--- config.mk ---
export PLATFORM = sky130hd
export DESIGN_NAME = dsfs_ctrl
export DESIGN_NICKNAME = d
export VERILOG_FILES = /design/src/rtl/dsfs_pkg.sv /design/src/rtl/dsfs_ctrl.sv
export VERILOG_INCLUDE_DIRS = /design/src /design/src/rtl
export SDC_FILE = /design/constraint.sdc
export NUM_CORES = 1
export LEC_CHECK = 0
export BUFFER_PORTS_ARGS = -buffer_cell sky130_fd_sc_hd__buf_2
export CORE_MARGIN = 2
export CORE_UTILIZATION = 30
export CTS_CLUSTER_DIAMETER = 30
export CTS_CLUSTER_SIZE = 20
export DETAILED_ROUTE_END_ITERATION = 8
export GPL_TIMING_DRIVEN = 0
export PLACE_DENSITY = 0.44
export SLEW_MARGIN = 20
export SYNTH_ARGS = -nofsm -noshare
export SYNTH_HDL_FRONTEND = slang
export SYNTH_SLANG_ARGS = --single-unit
--- constraint.sdc ---
create_clock -name aclk -period 2.4 [get_ports aclk]
set_input_delay 0.12 -clock aclk [delete_from_list [all_inputs] [get_ports aclk]]
set_output_delay 0.12 -clock aclk [all_outputs]
set_load 0.02 [all_outputs]
--- src/rtl/damped_spring_force_sum_macros.svh ---
// ----------------------------------------------------------------------------
// Damped spring force sum - assertion macros
// Shared concurrent assertion forms, clocked and reset-qualified.
// ----------------------------------------------------------------------------
`ifndef DAMPED_SPRING_FORCE_SUM_MACROS_SVH
`define DAMPED_SPRING_FORCE_SUM_MACROS_SVH

// Same-cycle implication, disabled while reset is low.
`define DSFS_ASSERT_IMPL(label, clk, rstn, ante, cons) \
    label: assert property (@(posedge clk) disable iff (!rstn) (ante) |-> (cons)) \
        else $error("dsfs: assertion failed");

// Next-cycle implication, disabled while reset is low.
`define DSFS_ASSERT_NEXT(label, clk, rstn, ante, cons) \
    label: assert property (@(posedge clk) disable iff (!rstn) (ante) |=> (cons)) \
        else $error("dsfs: assertion failed");

`endif

--- src/rtl/dsfs_pkg.sv ---
// ----------------------------------------------------------------------------
// Damped spring force sum - package
// Types, command/status bundles and fixed widths shared by all modules.
// ----------------------------------------------------------------------------
package dsfs_pkg;

    localparam int AXES      = 3;
    localparam int POS_W     = 32;
    localparam int PARAM_W   = 31;
    localparam int DIFF_W    = 33;
    localparam int ROOT_W    = 34;
    localparam int NORM_W    = 2 * ROOT_W;
    localparam int REM_W     = 37;
    localparam int WORD_W    = 64;
    localparam int PROD_W    = 128;
    localparam int MUL_DIGIT = 8;
    localparam int MUL_STEPS = WORD_W / MUL_DIGIT;

    localparam logic [1:0] AXIS_FIRST = 2'd0;
    localparam logic [1:0] AXIS_LAST  = 2'd2;

    localparam logic ACT_LOAD   = 1'b0;
    localparam logic ACT_SPRING = 1'b1;

    localparam logic [WORD_W-1:0] PROD_LIM = 64'h4000_0000_0000_0000;
    localparam logic signed [POS_W-1:0] OUT_MAX = 32'sh7FFF_FFFF;
    localparam logic signed [POS_W-1:0] OUT_MIN = 32'sh8000_0000;

    typedef enum logic [9:0] {
        ST_IDLE = 10'b00_0000_0001,
        ST_SQ   = 10'b00_0000_0010,
        ST_SQRT = 10'b00_0000_0100,
        ST_DCHK = 10'b00_0000_1000,
        ST_DIV  = 10'b00_0001_0000,
        ST_DVU  = 10'b00_0010_0000,
        ST_MK1  = 10'b00_0100_0000,
        ST_MK2  = 10'b00_1000_0000,
        ST_FRC  = 10'b01_0000_0000,
        ST_EMIT = 10'b10_0000_0000
    } state_t;

    typedef enum logic [2:0] {
        OP_NONE,
        OP_SQ,
        OP_SQRT,
        OP_DIV,
        OP_DVU,
        OP_MK1,
        OP_MK2,
        OP_FRC
    } op_t;

    typedef struct packed {
        op_t        op;
        logic [1:0] axis;
        logic       start;
        logic       capture;
        logic       emit;
    } cmd_t;

    typedef struct packed {
        logic busy;
        logic done;
        logic d_zero;
        logic out_free;
    } sts_t;

    function automatic logic [WORD_W-1:0] mag64(logic signed [WORD_W-1:0] v);
        return v[WORD_W-1] ? WORD_W'(-v) : WORD_W'(v);
    endfunction

endpackage

--- src/rtl/dsfs_ctrl.sv ---
// ----------------------------------------------------------------------------
// Damped spring force sum - controller
// Sequences one item through the datapath units, one operation at a time.
// ----------------------------------------------------------------------------
`include "damped_spring_force_sum_macros.svh"

module dsfs_ctrl import dsfs_pkg::*; (
    input  logic aclk,
    input  logic aresetn,
    input  logic s_valid,
    output logic s_ready,
    input  logic s_action,
    input  logic s_last_spring,
    output cmd_t cmd,
    input  sts_t sts
);

    state_t     state_reg, state_next;
    logic [1:0] axis_reg, axis_next;
    logic       last_reg, last_next;
    logic       started_reg, started_next;
    logic       unit_state;
    logic       accept;
    state_t     finish_state;

    assign s_ready      = (state_reg == ST_IDLE);
    assign accept       = s_valid && s_ready;
    assign finish_state = last_reg ? ST_EMIT : ST_IDLE;
    assign unit_state   = (state_reg == ST_SQ)  || (state_reg == ST_SQRT) ||
                          (state_reg == ST_DIV) || (state_reg == ST_DVU)  ||
                          (state_reg == ST_MK1) || (state_reg == ST_MK2)  ||
                          (state_reg == ST_FRC);

    always_comb begin
        state_next   = state_reg;
        axis_next    = axis_reg;
        last_next    = last_reg;
        cmd.op       = OP_NONE;
        cmd.axis     = axis_reg;
        cmd.capture  = accept;
        cmd.emit     = 1'b0;
        cmd.start    = unit_state && !started_reg;
        started_next = started_reg | cmd.start;
        if (sts.done) begin
            started_next = 1'b0;
        end
        case (state_reg)
            ST_IDLE: begin
                if (accept) begin
                    last_next = s_last_spring;
                    axis_next = AXIS_FIRST;
                    if (s_action == ACT_SPRING) begin
                        state_next = ST_SQ;
                    end else begin
                        state_next = s_last_spring ? ST_EMIT : ST_IDLE;
                    end
                end
            end
            ST_SQ: begin
                cmd.op = OP_SQ;
                if (sts.done) begin
                    if (axis_reg == AXIS_LAST) begin
                        state_next = ST_SQRT;
                        axis_next  = AXIS_FIRST;
                    end else begin
                        axis_next = axis_reg + 1'b1;
                    end
                end
            end
            ST_SQRT: begin
                cmd.op = OP_SQRT;
                if (sts.done) begin
                    state_next = ST_DCHK;
                end
            end
            ST_DCHK: begin
                // coincident endpoints: drop the spring
                state_next = sts.d_zero ? finish_state : ST_DIV;
            end
            ST_DIV: begin
                cmd.op = OP_DIV;
                if (sts.done) begin
                    state_next = ST_DVU;
                end
            end
            ST_DVU: begin
                cmd.op = OP_DVU;
                if (sts.done) begin
                    if (axis_reg == AXIS_LAST) begin
                        state_next = ST_MK1;
                        axis_next  = AXIS_FIRST;
                    end else begin
                        state_next = ST_DIV;
                        axis_next  = axis_reg + 1'b1;
                    end
                end
            end
            ST_MK1: begin
                cmd.op = OP_MK1;
                if (sts.done) begin
                    state_next = ST_MK2;
                end
            end
            ST_MK2: begin
                cmd.op = OP_MK2;
                if (sts.done) begin
                    state_next = ST_FRC;
                end
            end
            ST_FRC: begin
                cmd.op = OP_FRC;
                if (sts.done) begin
                    if (axis_reg == AXIS_LAST) begin
                        state_next = finish_state;
                    end else begin
                        axis_next = axis_reg + 1'b1;
                    end
                end
            end
            ST_EMIT: begin
                if (sts.out_free) begin
                    cmd.emit   = 1'b1;
                    state_next = ST_IDLE;
                end
            end
            default: begin
                state_next = ST_IDLE;
            end
        endcase
    end

    always_ff @(posedge aclk) begin
        if (!aresetn) begin
            state_reg   <= ST_IDLE;
            axis_reg    <= AXIS_FIRST;
            last_reg    <= 1'b0;
            started_reg <= 1'b0;
        end else begin
            state_reg   <= state_next;
            axis_reg    <= axis_next;
            last_reg    <= last_next;
            started_reg <= started_next;
        end
    end

    `DSFS_ASSERT_IMPL(a_start_when_free, aclk, aresetn, cmd.start, !sts.busy && !sts.done)
    `DSFS_ASSERT_NEXT(a_start_then_busy, aclk, aresetn, cmd.start, sts.busy)
    `DSFS_ASSERT_IMPL(a_done_was_issued, aclk, aresetn, sts.done, started_reg)
    `DSFS_ASSERT_IMPL(a_emit_slot_free, aclk, aresetn, cmd.emit, sts.out_free)

endmodule

==> results of run 1 <==
[worst max-delay path, delay by kind of cell, from the launching register on]
| kind | cells | cell delay (ps) |
|---|---|---|
| AO/OA/AOI/OAI | 1 | 150 |
| buffers and inverters | 2 | 300 |
| flip-flops | 1 | 320 |
| AND/OR/NAND/NOR | 5 | 1460 |
[power breakdown]
part	switching [mW]	internal (mW)
Sequential	0.00891	0.248
Clock	0.0890	0.111
Combinational	0.220	0.164
[timing repair]
action                                  in CTS  in global routing
hold endpoints to repair                     0                  0
setup buffers                                0                  1
endpoints found under the setup margin       1                  9
gates resized for setup                      2                  9
pin swaps                                    0                  1
[cells by family after synthesis]
family	count (synthesis)
buffers and inverters	19
and+or+nand+nor	69
DFF	14
adders and majority gates	3
AOI/OAI and AO/OA	21
xor gates and xnor gates	6
muxes	8
[cell type report]
class,count,share of cell area
multi-input combinational,107,0.578
sequential,14,0.206
timing repair buffer,17,0.0638
buffer,12,0.0620
tap,48,0.0438
clock buffer,3,0.0301
inverter,6,0.0164
[final timing paths]
kind	start	end	slack, ps	cells past startpoint
min	sts[2]	started_reg$_SDFF_PP0_	130	2
max	state_reg[0]$_SDFFE_PN1P_	state_reg[1]$_SDFFE_PN0P_	60	8
max reg2reg	state_reg[0]$_SDFFE_PN1P_	state_reg[1]$_SDFFE_PN0P_	60	8
min reg2reg	last_reg$_SDFFE_PN0P_	last_reg$_SDFFE_PN0P_	530	2
[layout by cell type (no fill, tap or decap), types with 5 or more instances in the layout]
master	count
o21ai_0	6
nor3_1	8
nor2b_1	10
nand2_1	5
nor2_1	10
buf_4	5
dfxtp_1	12
mux2i_1	8
inv_1	6
buf_2	20
[metal layers]
metal / wire, um / vias to the layer above / share of wire
met5: 0 / - / 0
met3: 100 / 6 / 0.034
li1: - / 551 / -
met4: 47 / 0 / 0.016
met1: 1540 / 508 / 0.52
met2: 1260 / 26 / 0.43
==> results.sh, run 1 <==
export IMPL_status="complete, no violations"
export IMPL_first_global_vias=1036
export IMPL_cts_root_buffer="clkbuf_8"
export IMPL_track_usage=0.153
export IMPL_viasPerCell=5.27
export IMPL_ioPinCount=18
export IMPL_worstPathArrival_ps=2480
export IMPL_met1_usage=0.212
export IMPL_async_flop_share=0
export IMPL_crit_path_top_delay_cell="or4_4"
export IMPL_synth_flop_cell="dfxtp_1"
export IMPL_start_kind="flop"
export IMPL_postPlaceCellArea_um2=1280
export IMPL_synthTopCellsByArea="dfxtp_1, mux2i_1, nor2b_1, nor4b_1, nor2_1"
export IMPL_fin_ws_ps=63.1
export IMPL_synth_most_common_cell="dfxtp_1"
export IMPL_busiest_layer="met2"
export IMPL_rsz0062_at_grt="yes"
export IMPL_critPathRequiredTime_ps=2550
export IMPL_multi_input_area_um2=793
export IMPL_fillers=378
export IMPL_cts_sinks=14
export IMPL_fin_area_um2=1370
export IMPL_core_area_um2=3660
export IMPL_synth_seq_cells=14
export IMPL_total_power_uw=841
export IMPL_yosysWarnings=0
export IMPL_synth_top_family_by_area="simple AND/OR/NAND/NOR gates"
export IMPL_worstMarginPinSlew_ps=447
export IMPL_crit_path_max_fanout=10
export IMPL_grt_max_degree=11
export IMPL_seqCellArea_um2=283
export IMPL_slowest_delay_ps=500
export IMPL_clk_latency_ps=250
export IMPL_area_growth_syn_to_layout_pct=20.8
export IMPL_start_util=0.310
export IMPL_drtPass1Iterations=4
export IMPL_synth_compound_area_share=0.128
export IMPL_yosys_area_share_simple=0.378
export IMPL_slew_viol_final=0
export IMPL_drt_wl_total_um=2950
export IMPL_syn_cell_area_um2=1140
export IMPL_vias=1091
export IMPL_hold_viol=0
export IMPL_setup_violations=0
export IMPL_die_x_um=65.5
export IMPL_grt_pass1_wl_um=5000
export IMPL_synth_top_area_share=0.247
export IMPL_fin_crit_ps=2340
export IMPL_cts_tree="done"
export IMPL_wire_per_inst_um=14.2
export IMPL_use_met2=0.230
export IMPL_ant_nets=0
export IMPL_utilization=0.375
export IMPL_synth_xor_area_frac=0.0463
export IMPL_layout_drive_gt1_share=0.270
export IMPL_crit_type="flop to flop"
export IMPL_min_period_over_period=0.974
export IMPL_dp_cells=204
export IMPL_slew_headroom=0.702
export IMPL_syn_num_nets=152
export IMPL_synth_cell_types=43
export IMPL_largest_register_ffs=10
export IMPL_drv_cap=0
export IMPL_yosys_area_share_adder=0.0330
export IMPL_synth_edf_count=0
export IMPL_drt_iter0_drc=23
export IMPL_die_area_um2=4300
export IMPL_cts_path_max_buffers=2
export IMPL_gp_congestion=0.900
export IMPL_power_leakage_nw=0.572
export IMPL_peakVddDrop_mv=0.357
export IMPL_hold_buffers=0
export IMPL_setup_tns_final_ps=0
export IMPL_syn_avg_cell_area_um2=8.11
export IMPL_syn_inst=140
export IMPL_power_density_nw_per_um2=613
export IMPL_yosys_top_cells_count="dfxtp_1, nor2_1, nor2b_1"
export IMPL_n_antenna_cell=0
export IMPL_use_met3=0.0257
export IMPL_drc=0
export IMPL_critPathCaptureType="flop"
export IMPL_grt_overflow_total=0
export IMPL_holdWs_ps=129
export IMPL_final_cell_count_no_fill=207
export IMPL_fin_skew_ps=1.91
export IMPL_max_freq_mhz=428
export IMPL_cts_max_level=1
export IMPL_clkTransAtPathRegs_ps=60
export IMPL_dp_slack_ps=75.9
export IMPL_muxShareOfSynthArea=0.0705
export IMPL_antenna_found_initial=0
export IMPL_yosys_area_top_type="dfxtp_1"
export IMPL_place_hpwl_um=2190
export IMPL_ys_seq_area_frac=0.247
export IMPL_cts_made_buffers=3
export IMPL_io_buffers=16
export IMPL_die_height_um=65.5
export IMPL_crit_chain="buf_6 -> or4_4 -> or4_4 -> nor3_4 -> nor3_4 -> buf_6 -> and3_1 -> o21a_1"
export IMPL_hold_class="primary input to flop"
export IMPL_row_count=22
export IMPL_layout_nets=173
No activity file was read; power rests on OpenSTA's default activity.
==> run 2: changes to the inputs <==
Settings changed: BUFFER_PORTS_ARGS -buffer_cell sky130_fd_sc_hd__buf_2 to unset, DONT_BUFFER_PORTS set to 1, PLACE_DENSITY 0.44 to 0.4.
==> run 2 against run 1 <==
Against the previous run:
- final cell count is 6.3% lower
- critical path depth stayed put
- utilization is 0.62 points lower
- final area is 1.6% lower
- fmax is 1.3% higher
- sequential share of layout area is 0.34 points higher
- worst hold slack worse by 120 ps
- wire length is 5.2% higher
- via count is 1.3% lower
- worst setup slack better by 31 ps
- register-to-register slack better by 30 ps
==> results.sh, run 2 (synthesis gave the netlist of run 1 again) <==
export IMPL_status="complete, no violations"
export IMPL_first_global_vias=1088
export IMPL_cts_tree="done"
export IMPL_hold_class="primary input to flop"
export IMPL_combPwrFrac=0.431
export IMPL_min_period_over_period=0.961
export IMPL_ant_nets=0
export IMPL_place_hpwl_um=2240
export IMPL_n_antenna_cell=0
export IMPL_hold_viol=0
export IMPL_fin_skew_ps=4.21
export IMPL_ioPinCount=18
export IMPL_r2r_cells=8
export IMPL_rr_startpoint="state_reg[0]$_SDFFE_PN1P_"
export IMPL_viasPerCell=5.55
export IMPL_drtPass1Iterations=4
export IMPL_setup_violations=0
export IMPL_fin_crit_ps=2310
export IMPL_crit_type="flop to flop"
export IMPL_slew_viol_final=0
export IMPL_dp_slack_ps=16.8
export IMPL_r2r_end="state_reg[1]$_SDFFE_PN0P_"
export IMPL_drt_wl_total_um=3100
export IMPL_final_cell_mix="dfxtp_1, nor2b_1, nor2_1"
export IMPL_crit_path_top_delay_cell="or4_4"
export IMPL_setup_tns_final_ps=0
export IMPL_netSwitchingFraction=0.369
export IMPL_gp_congestion=0.861
export IMPL_peakVddDrop_mv=0.326
export IMPL_rrSetupSlack_ps=90
export IMPL_clk_latency_ps=260
export IMPL_net_switching_power_uw=324
export IMPL_clkTransAtPathRegs_ps=70
export IMPL_grt_pass1_wl_um=5360
export IMPL_largest_register_ffs=10
export IMPL_vias=1077
export IMPL_drt_iter0_drc=40
export IMPL_slowest_delay_ps=490
export IMPL_die_area_um2=4300
export IMPL_start_util=0.310
export IMPL_seqPwrFrac=0.289
export IMPL_cts_made_buffers=3
export IMPL_grt_max_degree=11
export IMPL_total_power_uw=879
export IMPL_crit_chain="buf_6 -> or4_4 -> or4_4 -> nor3_4 -> nor3_4 -> buf_6 -> and3_1 -> o21a_1"
export IMPL_mostFrequentLayoutCell="dfxtp_1"
export IMPL_internal_power_uw=555
export IMPL_rsz0062_at_grt="no"
export IMPL_slew_headroom=0.679
export IMPL_antenna_found_initial=0
export IMPL_wire_per_inst_um=16.0
export IMPL_fin_ws_ps=93.9
export IMPL_area_growth_syn_to_layout_pct=18.8
export IMPL_cts_root_buffer="clkbuf_8"
export IMPL_power_leakage_nw=0.518
export IMPL_postPlaceCellArea_um2=1200
export IMPL_crit_path_max_fanout=10
export IMPL_cts_path_max_buffers=2
export IMPL_drc=0
export IMPL_cp_num_buf_inv=2
export IMPL_cts_sinks=14
export IMPL_critical_path_top_delay_family="simple AND/OR/NAND/NOR gates"
export IMPL_cts_max_level=1
export IMPL_grt_overflow_total=0
export IMPL_worstMarginPinSlew_ps=478
export IMPL_critPathCaptureType="flop"
export IMPL_path_depth=8
export IMPL_fin_area_um2=1350
export IMPL_power_density_nw_per_um2=651
export IMPL_io_buffers=0
export IMPL_max_freq_mhz=434
export IMPL_critPathRequiredTime_ps=2560
export IMPL_track_usage=0.163
export IMPL_layout_drive_gt1_share=0.240
export IMPL_setup_worst_path_start="state_reg[0]$_SDFFE_PN1P_"
export IMPL_start_kind="flop"
export IMPL_drv_cap=0
export IMPL_die_height_um=65.5
export IMPL_row_count=22
export IMPL_layout_nets=159
export IMPL_crit_end="state_reg[1]$_SDFFE_PN0P_"
export IMPL_worstPathArrival_ps=2460
export IMPL_core_area_um2=3660
export IMPL_pwr_share_clk=0.280
export IMPL_die_x_um=65.5
-- run 2: what timing repair did --
action	in CTS	in global routing
buffers inserted	0	1
cloned	0	0
pin swaps	0	2
hold buffers	1	0
setup endpoints to repair	3	14
endpoints found under the hold margin	1	0
resized for setup	9	10
-- run 2: how the worst min path moves through the flow --
stage / start / to / slack [ps] / depth (start not counted)
final: aresetn / state_reg[9]$_SDFFE_PN0P_ / 5 / 1
after global routing: aresetn / state_reg[9]$_SDFFE_PN0P_ / 3 / 1
after CTS: aresetn / state_reg[9]$_SDFFE_PN0P_ / 5 / 1
after detailed placement: sts[2] / started_reg$_SDFF_PP0_ / 200 / 1
after global placement: sts[2] / started_reg$_SDFF_PP0_ / 200 / 1
after floorplan: sts[2] / started_reg$_SDFF_PP0_ / 200 / 1
-- run 2: final cells by class --
class,instances,area [um2]
Fill cell,378,2310
Multi-Input combinational cell,107,822
Sequential cell,14,283
Buffer,13,90.1
Tap cell,48,60.1
Clock buffer,4,55.1
Inverter,6,22.5
Timing Repair Buffer,2,17.5
-- run 2: power by group through the flow --
stage | Combinational [mW] | Clock, mW | Sequential [mW]
floorplan | 0.281 | 0 | 0.258
global placement | 0.343 | 0 | 0.260
detailed placement | 0.338 | 0 | 0.260
CTS | 0.346 | 0.251 | 0.255
global route | 0.416 | 0.263 | 0.256
finish | 0.379 | 0.246 | 0.254
-- run 2: routing by layer --
metal / routed length, um / vias up / track usage
li1: - / 521 / -
met1: 1320 / 523 / 0.200
met2: 1540 / 26 / 0.276
met3: 194 / 7 / 0.0377
met4: 57 / 0 / 0.0651
met5: 0 / - / 0
-- run 2: per-stage QoR --
stage / std cells / hold WS (ps) / utilization
2_1_floorplan: 140 / 196 / -
3_3_place_gp: 188 / 199 / 0.327
3_5_place_dp: 188 / 200 / 0.327
4_1_cts: 193 / 4.82 / 0.353
5_1_grt: 194 / 3.12 / 0.369
6_report: 194 / 4.89 / 0.369
